--- src/rtl/vrt_pkg.sv ---
// ----------------------------------------------------------------------------
// vrt_pkg
// Shared constants, types and helpers of the versioned record table.
// ----------------------------------------------------------------------------
package vrt_pkg;

   // table geometry
   localparam int SLOTS       = 16;
   localparam int SLOT_W      = $clog2(SLOTS);
   localparam int KEY_BYTES   = 8;
   localparam int VALUE_BYTES = 8;
   localparam int KEY_W       = KEY_BYTES * 8;
   localparam int VAL_W       = VALUE_BYTES * 8;

   // field widths
   localparam int CMD_W  = 2;
   localparam int LEN_W  = 4;
   localparam int SEQ_W  = 16;
   localparam int TIME_W = 32;
   localparam int EXP_W  = 33;
   localparam int DATA_W = 64;

   // sequence number wraparound test
   localparam logic [SEQ_W-1:0] SEQ_HALF = 16'h8000;
   localparam logic [SEQ_W-1:0] SEQ_MASK = 16'hFFFF;

   typedef enum logic [CMD_W-1:0] {
      CMD_UPDATE = 2'd0,
      CMD_LOOKUP = 2'd1,
      CMD_EXTEND = 2'd2,
      CMD_FLUSH  = 2'd3
   } cmd_type;

   // key memory entry
   typedef struct packed {
      logic [LEN_W-1:0] len;
      logic [KEY_W-1:0] key;
   } key_ent_type;

   // record memory entry
   typedef struct packed {
      logic [SEQ_W-1:0] seq;
      logic [VAL_W-1:0] val;
      logic [LEN_W-1:0] vlen;
      logic [EXP_W-1:0] expiry;
   } rec_type;

   // shared subtract and compare unit result
   typedef struct packed {
      logic             lt;
      logic             eq;
      logic [EXP_W-1:0] diff;
   } alu_res_type;

   // keep the first n bytes of a packed word
   function automatic logic [DATA_W-1:0] byte_mask(input logic [LEN_W-1:0] n);
      logic [DATA_W-1:0] m;
      m = '0;
      for (int b = 0; b < DATA_W / 8; b++) begin
         m[b*8 +: 8] = (LEN_W'(b) < n) ? 8'hFF : 8'h00;
      end
      return m;
   endfunction

   // clamp a byte count to a maximum
   function automatic logic [LEN_W-1:0] clip_len(input logic [LEN_W-1:0] n,
                                                 input logic [LEN_W-1:0] lim);
      return (n > lim) ? lim : n;
   endfunction

endpackage

--- src/rtl/vrt_req_if.sv ---
// ----------------------------------------------------------------------------
// vrt_req_if
// Command channel of the record table: valid, ready and one command item.
// ----------------------------------------------------------------------------
interface vrt_req_if;
   import vrt_pkg::*;

   logic                valid;
   logic                ready;
   logic [CMD_W-1:0]    command;
   logic [DATA_W-1:0]   record_key;
   logic [LEN_W-1:0]    key_length;
   logic [SEQ_W-1:0]    sequence_req;
   logic [DATA_W-1:0]   record_value;
   logic [LEN_W-1:0]    value_length;
   logic [TIME_W-1:0]   lifetime;
   logic [TIME_W-1:0]   now_seconds;

   modport source (
      output valid, command, record_key, key_length, sequence_req,
             record_value, value_length, lifetime, now_seconds,
      input  ready
   );

   modport sink (
      input  valid, command, record_key, key_length, sequence_req,
             record_value, value_length, lifetime, now_seconds,
      output ready
   );
endinterface

--- src/rtl/vrt_rsp_if.sv ---
// ----------------------------------------------------------------------------
// vrt_rsp_if
// Result channel of the record table: valid, ready and one result item.
// ----------------------------------------------------------------------------
interface vrt_rsp_if;
   import vrt_pkg::*;

   logic                valid;
   logic                ready;
   logic                found;
   logic                updated;
   logic                conflict;
   logic                table_full;
   logic [SEQ_W-1:0]    stored_sequence;
   logic [TIME_W-1:0]   remaining_seconds;
   logic [DATA_W-1:0]   stored_value;

   modport source (
      output valid, found, updated, conflict, table_full, stored_sequence,
             remaining_seconds, stored_value,
      input  ready
   );

   modport sink (
      input  valid, found, updated, conflict, table_full, stored_sequence,
             remaining_seconds, stored_value,
      output ready
   );
endinterface

--- src/rtl/versioned_record_table.sv ---
// Steps: a scan reads and compares the keys in slot order; a match reads and loads the record,
// compares its expiry against the new expiry and then against now, applies the command and
// works out the time left (a flush skips that); an unknown key goes to the insert or miss step.
// Throughput: one command at a time, set by the key scan (one slot compare a cycle) and the
// shared expiry subtractor; a result still held in the output register delays the next one.
// Reset clears all slot valid bits at once; the block takes commands right after.
// ----------------------------------------------------------------------------
// versioned_record_table
// Keyed record table with wraparound sequence numbers and expiry times.
// ----------------------------------------------------------------------------
module versioned_record_table (
   input  logic       clock,
   input  logic       reset,
   vrt_req_if.sink    req_if,
   vrt_rsp_if.source  rsp_if
);
   import vrt_pkg::*;

   typedef enum logic [3:0] {
      ST_IDLE,
      ST_SCAN,
      ST_NOMATCH,
      ST_REC_RD,
      ST_LOAD,
      ST_CMP_NEW,
      ST_CMP_NOW,
      ST_APPLY,
      ST_REM,
      ST_RESP
   } state_type;

   state_type state_ff;

   // latched command
   cmd_type            cmd_ff;
   logic [KEY_W-1:0]   key_ff;
   logic [LEN_W-1:0]   klen_ff;
   logic [SEQ_W-1:0]   seq_ff;
   logic [VAL_W-1:0]   val_ff;
   logic [LEN_W-1:0]   vlen_ff;
   logic [TIME_W-1:0]  now_ff;
   logic [EXP_W-1:0]   newexp_ff;

   // scan control
   logic [SLOT_W:0]    scan_ff;
   logic [SLOT_W-1:0]  cmp_idx_ff;
   logic               cmp_vld_ff;
   logic [SLOT_W-1:0]  match_idx_ff;
   logic               free_found_ff;
   logic [SLOT_W-1:0]  free_idx_ff;
   logic [SLOTS-1:0]   valid_ff;

   // working record
   logic [SEQ_W-1:0]   cur_seq_ff;
   logic [VAL_W-1:0]   cur_val_ff;
   logic [LEN_W-1:0]   cur_vlen_ff;
   logic [EXP_W-1:0]   cur_exp_ff;
   logic               lt_new_ff;
   logic               gt_new_ff;
   logic               lt_now_ff;
   logic [TIME_W-1:0]  rem_ff;

   // result flags
   logic               found_ff;
   logic               upd_ff;
   logic               conf_ff;
   logic               full_ff;
   logic               has_rec_ff;

   // output register
   logic               rsp_valid_ff;
   logic               rsp_found_ff;
   logic               rsp_upd_ff;
   logic               rsp_conf_ff;
   logic               rsp_full_ff;
   logic [SEQ_W-1:0]   rsp_seq_ff;
   logic [TIME_W-1:0]  rsp_rem_ff;
   logic [DATA_W-1:0]  rsp_val_ff;

   // memory ports
   logic               key_we;
   key_ent_type        key_wdata;
   key_ent_type        key_rdata;
   logic [SLOT_W-1:0]  key_raddr;
   logic               rec_we;
   logic [SLOT_W-1:0]  rec_waddr;
   rec_type            rec_wdata;
   rec_type            rec_rdata;

   // input conditioning
   logic [LEN_W-1:0]   klen_c;
   logic [LEN_W-1:0]   vlen_c;
   logic               req_xfer;
   logic               rsp_load;

   // shared unit
   logic [EXP_W-1:0]   alu_a;
   logic [EXP_W-1:0]   alu_b;
   alu_res_type        alu_res;

   // apply step next values
   logic [SEQ_W-1:0]   seq_diff;
   logic               seq_eq;
   logic               val_eq;
   logic [SEQ_W-1:0]   nxt_seq_in;
   logic [VAL_W-1:0]   nxt_val_in;
   logic [LEN_W-1:0]   nxt_vlen_in;
   logic [EXP_W-1:0]   nxt_exp_in;
   logic               nxt_upd_in;
   logic               nxt_conf_in;

   logic               slot_hit;

   assign req_if.ready = (state_ff == ST_IDLE);
   assign req_xfer     = req_if.valid && (state_ff == ST_IDLE);
   assign rsp_load     = (state_ff == ST_RESP) && (!rsp_valid_ff || rsp_if.ready);

   assign klen_c = clip_len(req_if.key_length, LEN_W'(KEY_BYTES));
   assign vlen_c = clip_len(req_if.value_length, LEN_W'(VALUE_BYTES));

   // key and record memories
   vrt_ram #(.WIDTH($bits(key_ent_type)), .DEPTH(SLOTS)) u_key_ram (
      .clock   (clock),
      .wr_en   (key_we),
      .wr_addr (free_idx_ff),
      .wr_data (key_wdata),
      .rd_addr (key_raddr),
      .rd_data (key_rdata)
   );

   vrt_ram #(.WIDTH($bits(rec_type)), .DEPTH(SLOTS)) u_rec_ram (
      .clock   (clock),
      .wr_en   (rec_we),
      .wr_addr (rec_waddr),
      .wr_data (rec_wdata),
      .rd_addr (match_idx_ff),
      .rd_data (rec_rdata)
   );

   assign key_raddr = scan_ff[SLOT_W-1:0];

   // slot compare on the scan pipeline
   assign slot_hit = cmp_vld_ff && valid_ff[cmp_idx_ff]
                     && (key_rdata.len == klen_ff) && (key_rdata.key == key_ff);

   // memory writes: insert into a free slot or rewrite the matched record
   always_comb begin
      key_we         = (state_ff == ST_NOMATCH) && (cmd_ff == CMD_UPDATE)
                       && free_found_ff;
      key_wdata.len  = klen_ff;
      key_wdata.key  = key_ff;
      rec_we         = key_we || ((state_ff == ST_APPLY)
                       && ((cmd_ff == CMD_UPDATE) || (cmd_ff == CMD_EXTEND)));
      if (key_we) begin
         rec_waddr        = free_idx_ff;
         rec_wdata.seq    = seq_ff;
         rec_wdata.val    = val_ff;
         rec_wdata.vlen   = vlen_ff;
         rec_wdata.expiry = newexp_ff;
      end else begin
         rec_waddr        = match_idx_ff;
         rec_wdata.seq    = nxt_seq_in;
         rec_wdata.val    = nxt_val_in;
         rec_wdata.vlen   = nxt_vlen_in;
         rec_wdata.expiry = nxt_exp_in;
      end
   end

   // shared subtractor operand select
   assign alu_a = cur_exp_ff;
   assign alu_b = (state_ff == ST_CMP_NEW) ? newexp_ff : EXP_W'(now_ff);

   vrt_alu u_alu (
      .op_a (alu_a),
      .op_b (alu_b),
      .res  (alu_res)
   );

   // update and extend rules on the loaded record
   assign seq_diff = seq_ff - cur_seq_ff;
   assign seq_eq   = (seq_ff == cur_seq_ff);
   assign val_eq   = (vlen_ff == cur_vlen_ff) && (val_ff == cur_val_ff);

   always_comb begin
      nxt_seq_in  = cur_seq_ff;
      nxt_val_in  = cur_val_ff;
      nxt_vlen_in = cur_vlen_ff;
      nxt_exp_in  = cur_exp_ff;
      nxt_upd_in  = 1'b0;
      nxt_conf_in = 1'b0;
      case (cmd_ff)
         CMD_UPDATE: begin
            if (seq_eq) begin
               if (val_eq) begin
                  // refresh: only ever later
                  if (lt_new_ff) begin
                     nxt_exp_in = newexp_ff;
                     nxt_upd_in = 1'b1;
                  end
               end else begin
                  // conflict: later expiry wins, a tie goes to the incoming record
                  nxt_conf_in = 1'b1;
                  if (!gt_new_ff) begin
                     nxt_val_in  = val_ff;
                     nxt_vlen_in = vlen_ff;
                     nxt_exp_in  = newexp_ff;
                     nxt_upd_in  = 1'b1;
                  end
               end
            end else if ((seq_diff & SEQ_HALF) == '0) begin
               // incoming number is newer
               nxt_seq_in  = seq_ff;
               nxt_val_in  = val_ff;
               nxt_vlen_in = vlen_ff;
               nxt_exp_in  = newexp_ff;
               nxt_upd_in  = 1'b1;
            end
         end
         CMD_EXTEND: begin
            if (lt_now_ff) begin
               nxt_seq_in = (cur_seq_ff + SEQ_W'(1)) & SEQ_MASK;
            end
            if (lt_new_ff) begin
               nxt_exp_in = newexp_ff;
               nxt_upd_in = 1'b1;
            end
         end
         default: ;
      endcase
   end

   // sequencer with its registered outputs
   always_ff @(posedge clock) begin
      if (reset) begin
         state_ff     <= ST_IDLE;
         valid_ff     <= '0;
         rsp_valid_ff <= 1'b0;
         cmp_vld_ff   <= 1'b0;
      end else begin
         // result register drains independently
         if (rsp_valid_ff && rsp_if.ready && !rsp_load) begin
            rsp_valid_ff <= 1'b0;
         end

         case (state_ff)
            ST_IDLE: begin
               if (req_xfer) begin
                  cmd_ff        <= cmd_type'(req_if.command);
                  klen_ff       <= klen_c;
                  key_ff        <= KEY_W'(req_if.record_key & byte_mask(klen_c));
                  seq_ff        <= req_if.sequence_req;
                  vlen_ff       <= vlen_c;
                  val_ff        <= VAL_W'(req_if.record_value & byte_mask(vlen_c));
                  now_ff        <= req_if.now_seconds;
                  newexp_ff     <= EXP_W'(req_if.now_seconds) + EXP_W'(req_if.lifetime);
                  scan_ff       <= '0;
                  cmp_vld_ff    <= 1'b0;
                  free_found_ff <= 1'b0;
                  state_ff      <= ST_SCAN;
               end
            end

            ST_SCAN: begin
               // issue the next key read, compare the one read last cycle
               if (scan_ff < (SLOT_W + 1)'(SLOTS)) begin
                  cmp_idx_ff <= scan_ff[SLOT_W-1:0];
                  scan_ff    <= scan_ff + (SLOT_W + 1)'(1);
               end
               if (cmp_vld_ff && !valid_ff[cmp_idx_ff] && !free_found_ff) begin
                  free_found_ff <= 1'b1;
                  free_idx_ff   <= cmp_idx_ff;
               end
               if (slot_hit) begin
                  match_idx_ff <= cmp_idx_ff;
                  cmp_vld_ff   <= 1'b0;
                  state_ff     <= ST_REC_RD;
               end else if (cmp_vld_ff && (cmp_idx_ff == SLOT_W'(SLOTS - 1))) begin
                  cmp_vld_ff <= 1'b0;
                  state_ff   <= ST_NOMATCH;
               end else begin
                  cmp_vld_ff <= (scan_ff < (SLOT_W + 1)'(SLOTS));
               end
            end

            ST_NOMATCH: begin
               found_ff <= 1'b0;
               conf_ff  <= 1'b0;
               if ((cmd_ff == CMD_UPDATE) && free_found_ff) begin
                  // insert into the lowest free slot
                  valid_ff[free_idx_ff] <= 1'b1;
                  cur_seq_ff  <= seq_ff;
                  cur_val_ff  <= val_ff;
                  cur_vlen_ff <= vlen_ff;
                  cur_exp_ff  <= newexp_ff;
                  upd_ff      <= 1'b1;
                  full_ff     <= 1'b0;
                  has_rec_ff  <= 1'b1;
                  state_ff    <= ST_REM;
               end else begin
                  upd_ff     <= 1'b0;
                  full_ff    <= (cmd_ff == CMD_UPDATE);
                  has_rec_ff <= 1'b0;
                  state_ff   <= ST_RESP;
               end
            end

            ST_REC_RD: begin
               state_ff <= ST_LOAD;
            end

            ST_LOAD: begin
               cur_seq_ff  <= rec_rdata.seq;
               cur_val_ff  <= rec_rdata.val;
               cur_vlen_ff <= rec_rdata.vlen;
               cur_exp_ff  <= rec_rdata.expiry;
               found_ff    <= 1'b1;
               upd_ff      <= 1'b0;
               conf_ff     <= 1'b0;
               full_ff     <= 1'b0;
               state_ff    <= ST_CMP_NEW;
            end

            ST_CMP_NEW: begin
               lt_new_ff <= alu_res.lt;
               gt_new_ff <= !alu_res.lt && !alu_res.eq;
               state_ff  <= ST_CMP_NOW;
            end

            ST_CMP_NOW: begin
               lt_now_ff <= alu_res.lt;
               state_ff  <= ST_APPLY;
            end

            ST_APPLY: begin
               if (cmd_ff == CMD_FLUSH) begin
                  valid_ff[match_idx_ff] <= 1'b0;
                  has_rec_ff <= 1'b0;
                  state_ff   <= ST_RESP;
               end else begin
                  cur_seq_ff  <= nxt_seq_in;
                  cur_val_ff  <= nxt_val_in;
                  cur_vlen_ff <= nxt_vlen_in;
                  cur_exp_ff  <= nxt_exp_in;
                  upd_ff      <= nxt_upd_in;
                  conf_ff     <= nxt_conf_in;
                  has_rec_ff  <= 1'b1;
                  state_ff    <= ST_REM;
               end
            end

            ST_REM: begin
               // time left, clipped at zero and at 32 bits
               if (alu_res.lt || alu_res.eq) begin
                  rem_ff <= '0;
               end else if (alu_res.diff[EXP_W-1]) begin
                  rem_ff <= '1;
               end else begin
                  rem_ff <= alu_res.diff[TIME_W-1:0];
               end
               state_ff <= ST_RESP;
            end

            ST_RESP: begin
               if (rsp_load) begin
                  rsp_valid_ff <= 1'b1;
                  rsp_found_ff <= found_ff;
                  rsp_upd_ff   <= upd_ff;
                  rsp_conf_ff  <= conf_ff;
                  rsp_full_ff  <= full_ff;
                  rsp_seq_ff   <= has_rec_ff ? cur_seq_ff : '0;
                  rsp_rem_ff   <= has_rec_ff ? rem_ff : '0;
                  rsp_val_ff   <= has_rec_ff ? DATA_W'(cur_val_ff) : '0;
                  state_ff     <= ST_IDLE;
               end
            end

            default: begin
               state_ff <= ST_IDLE;
            end
         endcase
      end
   end

   // result channel
   assign rsp_if.valid             = rsp_valid_ff;
   assign rsp_if.found             = rsp_found_ff;
   assign rsp_if.updated           = rsp_upd_ff;
   assign rsp_if.conflict          = rsp_conf_ff;
   assign rsp_if.table_full        = rsp_full_ff;
   assign rsp_if.stored_sequence   = rsp_seq_ff;
   assign rsp_if.remaining_seconds = rsp_rem_ff;
   assign rsp_if.stored_value      = rsp_val_ff;

endmodule

--- src/rtl/vrt_ram.sv ---
// ----------------------------------------------------------------------------
// vrt_ram
// Generic single write port, single read port RAM with registered read.
// ----------------------------------------------------------------------------
module vrt_ram #(
   parameter int WIDTH = 8,
   parameter int DEPTH = 16
) (
   input  logic                     clock,
   input  logic                     wr_en,
   input  logic [$clog2(DEPTH)-1:0] wr_addr,
   input  logic [WIDTH-1:0]         wr_data,
   input  logic [$clog2(DEPTH)-1:0] rd_addr,
   output logic [WIDTH-1:0]         rd_data
);

   logic [WIDTH-1:0] mem_ff [DEPTH];
   logic [WIDTH-1:0] rd_data_ff;

   // write port and registered read port
   always_ff @(posedge clock) begin
      if (wr_en) begin
         mem_ff[wr_addr] <= wr_data;
      end
      rd_data_ff <= mem_ff[rd_addr];
   end

   assign rd_data = rd_data_ff;

endmodule

--- src/rtl/vrt_alu.sv ---
// ----------------------------------------------------------------------------
// vrt_alu
// Shared expiry unit: one subtractor giving the difference, less and equal.
// ----------------------------------------------------------------------------
module vrt_alu (
   input  logic [vrt_pkg::EXP_W-1:0] op_a,
   input  logic [vrt_pkg::EXP_W-1:0] op_b,
   output vrt_pkg::alu_res_type      res
);
   import vrt_pkg::*;

   logic [EXP_W:0] sub;

   // borrow of a - b marks a below b
   assign sub      = {1'b0, op_a} - {1'b0, op_b};
   assign res.lt   = sub[EXP_W];
   assign res.eq   = (sub[EXP_W-1:0] == '0);
   assign res.diff = sub[EXP_W-1:0];

endmodule

--- src/flat_wrapper.sv ---
// flat-port wrapper written by rule: the top's interface ports become plain ports
module versioned_record_table_flat import vrt_pkg::*;
  (clock, reset, req_if_valid, req_if_command, req_if_record_key, req_if_key_length, req_if_sequence_req, req_if_record_value, req_if_value_length, req_if_lifetime, req_if_now_seconds, req_if_ready, rsp_if_valid, rsp_if_found, rsp_if_updated, rsp_if_conflict, rsp_if_table_full, rsp_if_stored_sequence, rsp_if_remaining_seconds, rsp_if_stored_value, rsp_if_ready);
  vrt_req_if req_if_i ();
  vrt_rsp_if rsp_if_i ();
  input  logic clock;
  input  logic reset;
  input wire logic [$bits(req_if_i.valid)-1:0] req_if_valid;
  input wire logic [$bits(req_if_i.command)-1:0] req_if_command;
  input wire logic [$bits(req_if_i.record_key)-1:0] req_if_record_key;
  input wire logic [$bits(req_if_i.key_length)-1:0] req_if_key_length;
  input wire logic [$bits(req_if_i.sequence_req)-1:0] req_if_sequence_req;
  input wire logic [$bits(req_if_i.record_value)-1:0] req_if_record_value;
  input wire logic [$bits(req_if_i.value_length)-1:0] req_if_value_length;
  input wire logic [$bits(req_if_i.lifetime)-1:0] req_if_lifetime;
  input wire logic [$bits(req_if_i.now_seconds)-1:0] req_if_now_seconds;
  output wire logic [$bits(req_if_i.ready)-1:0] req_if_ready;
  output wire logic [$bits(rsp_if_i.valid)-1:0] rsp_if_valid;
  output wire logic [$bits(rsp_if_i.found)-1:0] rsp_if_found;
  output wire logic [$bits(rsp_if_i.updated)-1:0] rsp_if_updated;
  output wire logic [$bits(rsp_if_i.conflict)-1:0] rsp_if_conflict;
  output wire logic [$bits(rsp_if_i.table_full)-1:0] rsp_if_table_full;
  output wire logic [$bits(rsp_if_i.stored_sequence)-1:0] rsp_if_stored_sequence;
  output wire logic [$bits(rsp_if_i.remaining_seconds)-1:0] rsp_if_remaining_seconds;
  output wire logic [$bits(rsp_if_i.stored_value)-1:0] rsp_if_stored_value;
  input wire logic [$bits(rsp_if_i.ready)-1:0] rsp_if_ready;
  assign req_if_i.valid = req_if_valid;
  assign req_if_i.command = req_if_command;
  assign req_if_i.record_key = req_if_record_key;
  assign req_if_i.key_length = req_if_key_length;
  assign req_if_i.sequence_req = req_if_sequence_req;
  assign req_if_i.record_value = req_if_record_value;
  assign req_if_i.value_length = req_if_value_length;
  assign req_if_i.lifetime = req_if_lifetime;
  assign req_if_i.now_seconds = req_if_now_seconds;
  assign req_if_ready = req_if_i.ready;
  assign rsp_if_valid = rsp_if_i.valid;
  assign rsp_if_found = rsp_if_i.found;
  assign rsp_if_updated = rsp_if_i.updated;
  assign rsp_if_conflict = rsp_if_i.conflict;
  assign rsp_if_table_full = rsp_if_i.table_full;
  assign rsp_if_stored_sequence = rsp_if_i.stored_sequence;
  assign rsp_if_remaining_seconds = rsp_if_i.remaining_seconds;
  assign rsp_if_stored_value = rsp_if_i.stored_value;
  assign rsp_if_i.ready = rsp_if_ready;
  versioned_record_table u_core (.clock(clock), .reset(reset), .req_if(req_if_i), .rsp_if(rsp_if_i));
endmodule
--- config.mk ---
export PLATFORM = sky130hd
export DESIGN_NAME = versioned_record_table_flat
export DESIGN_NICKNAME = d
export VERILOG_FILES = /design/src/rtl/vrt_pkg.sv /design/src/rtl/vrt_req_if.sv /design/src/rtl/vrt_rsp_if.sv /design/src/rtl/versioned_record_table.sv /design/src/rtl/vrt_ram.sv /design/src/rtl/vrt_alu.sv /design/src/flat_wrapper.sv
export SDC_FILE = /design/constraint.sdc
export NUM_CORES = 2
export LEC_CHECK = 0
export BUFFER_PORTS_ARGS = -buffer_cell sky130_fd_sc_hd__buf_2
export CAP_MARGIN = 0
export CORE_MARGIN = 4
export CORE_UTILIZATION = 50
export DETAILED_ROUTE_END_ITERATION = 8
export GPL_TIMING_DRIVEN = 0
export MAX_ROUTING_LAYER = met4
export PLACE_DENSITY = 0.72
export SLEW_MARGIN = 20
export SYNTH_ARGS = -nofsm -noshare
export SYNTH_HDL_FRONTEND = slang
export SYNTH_SLANG_ARGS = --single-unit
--- constraint.sdc ---
create_clock -name clock -period 11.8 [get_ports clock]
set_input_delay 1.77 -clock clock [delete_from_list [all_inputs] [get_ports clock]]
set_output_delay 1.77 -clock clock [all_outputs]
set_load 0.005 [all_outputs]
Word level (Yosys, flattened, before mapping)
Memories as Yosys holds them, arrays and structs flattened. A register that Yosys moved wholly into a read port is not among the register bits. Cells that the tools add are included. Widths: inputs -> output; s select.

$add $sub $neg: 5. Magnitude comparators: 24. Equality and inequality tests: 25. Muxes and demuxes: 105. Bitwise logic cells: 6. Reduce and logical (&&, ||, !) cells: 56.

Operators with widths (count): $mux 64 (7); $mux 33 (8); $pmux 64 s3 (1); $and 64x64->64 (2); $eq 64x64->1 (2); $mux 8 (16); $mux 117 (1); $mux 16 (7); $pmux 33 s3 (1); $pmux 33 s2 (1); $pmux 16 s2 (2); $mux 4 (14); $pmux 16 s3 (1); $pmux 4 s10 (1); $sub 33x33->34 (1); $add 32x32->33 (1); $logic_not 33->1 (1); $lt 3x4->1 const A (8); $mux 32 (1); $mux 1 (29); $reduce_and 3->1 (9); $logic_and 1x1->1 (18); $add 16x1->16 const B (1); $and 16x16->16 (1); 38 further kinds (87).

Register bits: 532. Memory bits (writable): 2960. Input port bits: 222. Output and inout bits: 118. Logic and storage cells: 260. Memories: 2.

Memory list: u_core.u_rec_ram.mem_ff (depth 16, width 117, read ports 1, clocked after Yosys merged registers in 1, write ports 1, line vrt_ram.sv:17) `logic [WIDTH-1:0] mem_ff [DEPTH];`; u_core.u_key_ram.mem_ff (depth 16, width 68, read ports 1, clocked after Yosys merged registers in 1, write ports 1, line vrt_ram.sv:17).

Longest topological paths before layout
Word-level depth: 8. Mapped depth: 18. Gate-level depth less buffers: 15.

Hierarchy
From an unflattened synthesis, not the netlist that was laid out.

Cells, all modules: 7154. Area, all modules: 143059.7 µm².

Modules (own cells, without submodules): vrt_ram (u_core.u_rec_ram) (instances 1, cells an instance 2990, area each 72205.5 µm², seq. area each 58556.2 µm²); vrt_ram (u_core.u_key_ram) (instances 1, cells an instance 1750, area each 41980.3 µm², seq. area each 34032.6 µm²); versioned_record_table (instances 1, cells an instance 2113, area each 26872.0 µm², seq. area each 15755.1 µm²); vrt_alu (instances 1, cells an instance 301, area each 2001.9 µm², seq. area each 0.0 µm²).

Least setup slack after synthesis
Ideal clock, no wire load.

Path kind: in2reg. From: input reset. To: register u_core.cmd_ff[0], enable pin. Setup time: 802 ps. Arrival: 11247 ps. Required time: 10998 ps. Setup slack: -248 ps. Stages: 3. Path buffers: 2. Cells stage by stage: clkbuf_1 -> clkbuf_1 -> nor2_1.

Cells in the longest elaborated chain, start to end: 2.

RTL lines: from (decl) (line flat_wrapper.sv:7) `input logic reset;`; $not 1->1 (no source line); $reduce_and 3->1 (no source line); to (signal assigned) (line versioned_record_table.sv:248) `cmd_ff <= cmd_type'(req_if.command);`; to (decl) (line versioned_record_table.sv:35) `cmd_type cmd_ff;`.

Every way passes these cells. A chain may end at the register's enable or synchronous reset.

Final worst setup path
From: register u_core.state_ff[0]. To: register u_core.gt_new_ff, data pin.

Cells in the longest elaborated chain, start to end: 6. Elaborated cells on any way between the ends: 7. Classes of those cells: 1 x add/sub; 1 x eq/ne; 1 x mux; 4 x reduce/logical.

RTL lines: from (decl) (line versioned_record_table.sv:32) `state_type state_ff;`; from (signal assigned) (line versioned_record_table.sv:235) `state_ff <= ST_IDLE;`; from (signal assigned) (line versioned_record_table.sv:259) `state_ff <= ST_SCAN;`; from (signal assigned) (line versioned_record_table.sv:276) `state_ff <= ST_REC_RD;`; $eq 4x3->1 (*) (line versioned_record_table.sv:171) `assign alu_b = (state_ff == ST_CMP_NEW) ? newexp_ff : EXP_W'(now_ff);`; $mux 33 (*) (line versioned_record_table.sv:171); $sub 33x33->34 (*) (line vrt_alu.sv:15) `assign sub = {1'b0, op_a} - {1'b0, op_b};`; $logic_not 33->1 (line vrt_alu.sv:17) `assign res.eq = (sub[EXP_W-1:0] == '0);`; $logic_not 1->1 (line versioned_record_table.sv:325) `gt_new_ff <= !alu_res.lt && !alu_res.eq;`; $logic_and 1x1->1 (*) (line versioned_record_table.sv:325); to (signal assigned) (line versioned_record_table.sv:325); to (decl) (line versioned_record_table.sv:59) `logic gt_new_ff;`.

Every way passes the cells marked *; elsewhere a longest branch is shown, timed or not.

==> metrics.csv <==
metric,value,unit
max_freq,0.167,GHz
layout.nets,7987,
avgSynthCellArea,21.3,sq um
p_per_area,177,mW/mm^2
drc,0,
postPlaceCellArea,0.155,sq mm
grt_max_degree,49,
post_cts_buffers,0,
critPathArrivalTime,6.63,ns
async_reset_ff_share,0,%
syn_area,0.143,sq mm
regArea,0.108,sq mm
period_needed,5.97,ns
post-dp-hpwl,250000,um
skew,0.0924,ns
yosysSeqAreaShare,75.6,%
drv_cap,0,
dr_total_vias,74100,
final_common_cell,edfxtp_1,
synth_seq_cells,3677,
cp-end-kind,register,
status,completed,
cts_buffer_depth,4,
die_h,543,um
gr-total-overflow,0,
rsz0062_at_grt,no,
fillerInstances,19600,
path_max_fanout,10,
hold_viol,0,
io_pins,340,
regToRegSetupSlack,5.83,ns
start_util,50.2,%
p_total,0.0297,W
synth_edf_count,3470,
clk_pin_slew,0.07,ns
firstDrtPassIters,6,
critPathKind,register to register,
synth_flop_cell,edfxtp_1,
report.final.slew_viol_count,0,
yosysUniqueCellTypes,85,
cts_inserted_buffers,367,
gp_congestion,0.905,
p_leak,54.3,nW
fin_hold_ws,0.474,ns
finalSetupViolations,0,
root_buffer,clkbuf_16,
multi_input_area,0.0338,sq mm
placementRows,196,
timing_worst_slew_pin_value,1.19,ns
wire_per_inst,32.5,um
first_iter_violations,10100,
peakVddDrop,134,uV
core_area,0.285,sq mm
cts_tree,yes,
clkLatencyLatePin,0.96,ns
die_width,543,um
synth_cells,6742,
ctsHoldBuffers,0,
via_per_inst,6.30,
final_cell_mix,"edfxtp_1 (3,470), mux4_2 (930), clkbuf_16 (370)",
antenna_found_initial,16,
stdcell_area,0.168,sq mm
yosysWarnings,0,
grt_pass1_vias,75100,
wl,383000,um
port_buffers,334,
grt_use_total,26.6,%
synth_fp_nets,7048,
clkSinkCount,3677,
htreeDepth,5,
worstPathRequired,12.46,ns
cts_resized,0,
grt_pass1_wl,546000,um
ant_nets,0,
area_growth,17.2,%
cp-start-kind,register,
die_area,0.295,sq mm
drive_gt1_share,29.8,%
finalCritPeriodShare,50.6,%
max_slew_margin,20.7,%
hp-class,register to register,
## flip-flops by register name, summed over array words and instances (netlist names), 5 cells and up
signal                           count
u_core.rsp_if.stored_value          64
u_core.scan_ff                       5
u_core.key_ff                       64
u_core.valid_ff                     16
u_core.alu_a                        33
u_core.u_key_ram.mem_ff           1088
u_core.now_ff                       32
u_core.u_rec_ram.rd_data           117
u_core.u_key_ram.rd_data            68
u_core.cur_seq_ff                   16
u_core.rem_ff                       32
u_core.seq_ff                       16
u_core.newexp_ff                    33
u_core.rsp_if.stored_sequence       16
u_core.rsp_if.remaining_seconds     32
u_core.val_ff                       64
u_core.u_rec_ram.mem_ff           1872
u_core.cur_val_ff                   64
## cells by family after synthesis
group	synth area share (%)
adder cells (fa/ha/maj)	0.744
XOR/XNOR	1.05
buffers and inverters	1.05
flip-flops	75.6
multiplexers	15.7
AO/OA/AOI/OAI	2.70
AND/OR/NAND/NOR	3.10
## worst paths after layout
path | cells after the start | startpoint | to
worst min register to register | 0 | u_core.scan_ff[3] | u_core.cmp_idx_ff[3]
worst max-delay path | 18 | u_core.state_ff[0] | u_core.gt_new_ff
worst min-delay path | 0 | u_core.scan_ff[3] | u_core.cmp_idx_ff[3]
worst max register to register | 18 | u_core.state_ff[0] | u_core.gt_new_ff
## Yosys cell counts, types with 5 or more instances
cell type     n  area, sq um
a211oi_1     12         90.1
a21boi_0      8         60.1
a21o_1       36          270
a21oi_1     132          661
a21oi_2       7         61.3
a221o_1     102         1020
a221oi_1      7         61.3
a22o_1        9         78.8
a22oi_1      10         75.1
a31oi_1      15         93.8
a41oi_1       5         43.8
and2_1      245         1530
and3_1       11         68.8
and4_1        6         52.6
buf_1        75          282
buf_2        12         60.1
clkbuf_1    232          871
dfxtp_1     207         4140
edfxtp_1   3470       104000
ha_1         82         1030
inv_1        68          255
mux2_2      110         1240
mux2i_1      38          380
mux4_2      930        20900
nand2_1     108          405
nand2b_1     21          131
nand3_1      27          135
nand3b_1      5         37.5
nand4_1      39          244
nor2_1      129          484
nor2b_1     119          744
nor3_1       34          170
nor4_1       30          188
o211ai_1      7         52.6
o21a_1       14          105
o21ai_0      82          410
o21bai_1     11         82.6
o221a_2       8         90.1
o22ai_1      11         68.8
o2bb2ai_1     5         43.8
o31ai_1       6         45.0
or2_2        14         87.6
or3_1         5         31.3
xnor2_1     109          955
xor2_1       63          552
## worst max-delay path: stages, from the launching register on
cell and delay [ns]:
dfxtp_1 0.31, clkbuf_1 0.29, nand2b_1 0.21, nor2_2 0.23
buf_16 0.18, clkbuf_1 0.61, mux2i_1 0.28, ha_1 0.34
a21o_1 0.23, a21o_1 0.21, o311a_1 0.42, o311ai_0 0.61
nand3b_1 0.21, a41o_1 0.30, o32ai_1 0.53, nand2_1 0.10
and4b_1 0.28, a41oi_2 0.13, buf_6 0.21
## area by class of cell
type                    instances  area share (%)
diodes                         11          0.0164
plain buffers                 322           0.813
clock buffers                 468            5.90
clock inverters               221            1.69
inverters                      69           0.163
multi-input cells            2674            20.1
flip-flops and latches       3677            64.5
well taps                    3762            2.80
repair buffers                570            4.01
## metrics by stage
stage	utilization [%]	setup TNS, ns	worst slack (ns)	instances
after floorplan	-	0	0.465	6742
after global placement	52.5	-8335.87	-7.52	10800
after detailed placement	54.4	0	5.94	11100
after CTS	58.8	0	5.89	11800
after global routing	58.9	0	5.54	11800
final	58.9	0	5.83	11800
## routing by layer
| metal | wire length (um) | GRT usage [%] |
|---|---|---|
| met5 | 0 | - |
| met4 | 15600 | 9.56 |
| met3 | 36300 | 4.63 |
| met2 | 192000 | 43.0 |
| met1 | 139000 | 34.3 |
## where the power goes
group	total (W)	internal, W	switching [W]
clock	0.0122	0.00714	0.00508
combinational	0.00238	0.000925	0.00145
sequential	0.0151	0.0148	0.000284
No activity file was read; power rests on OpenSTA's default activity.
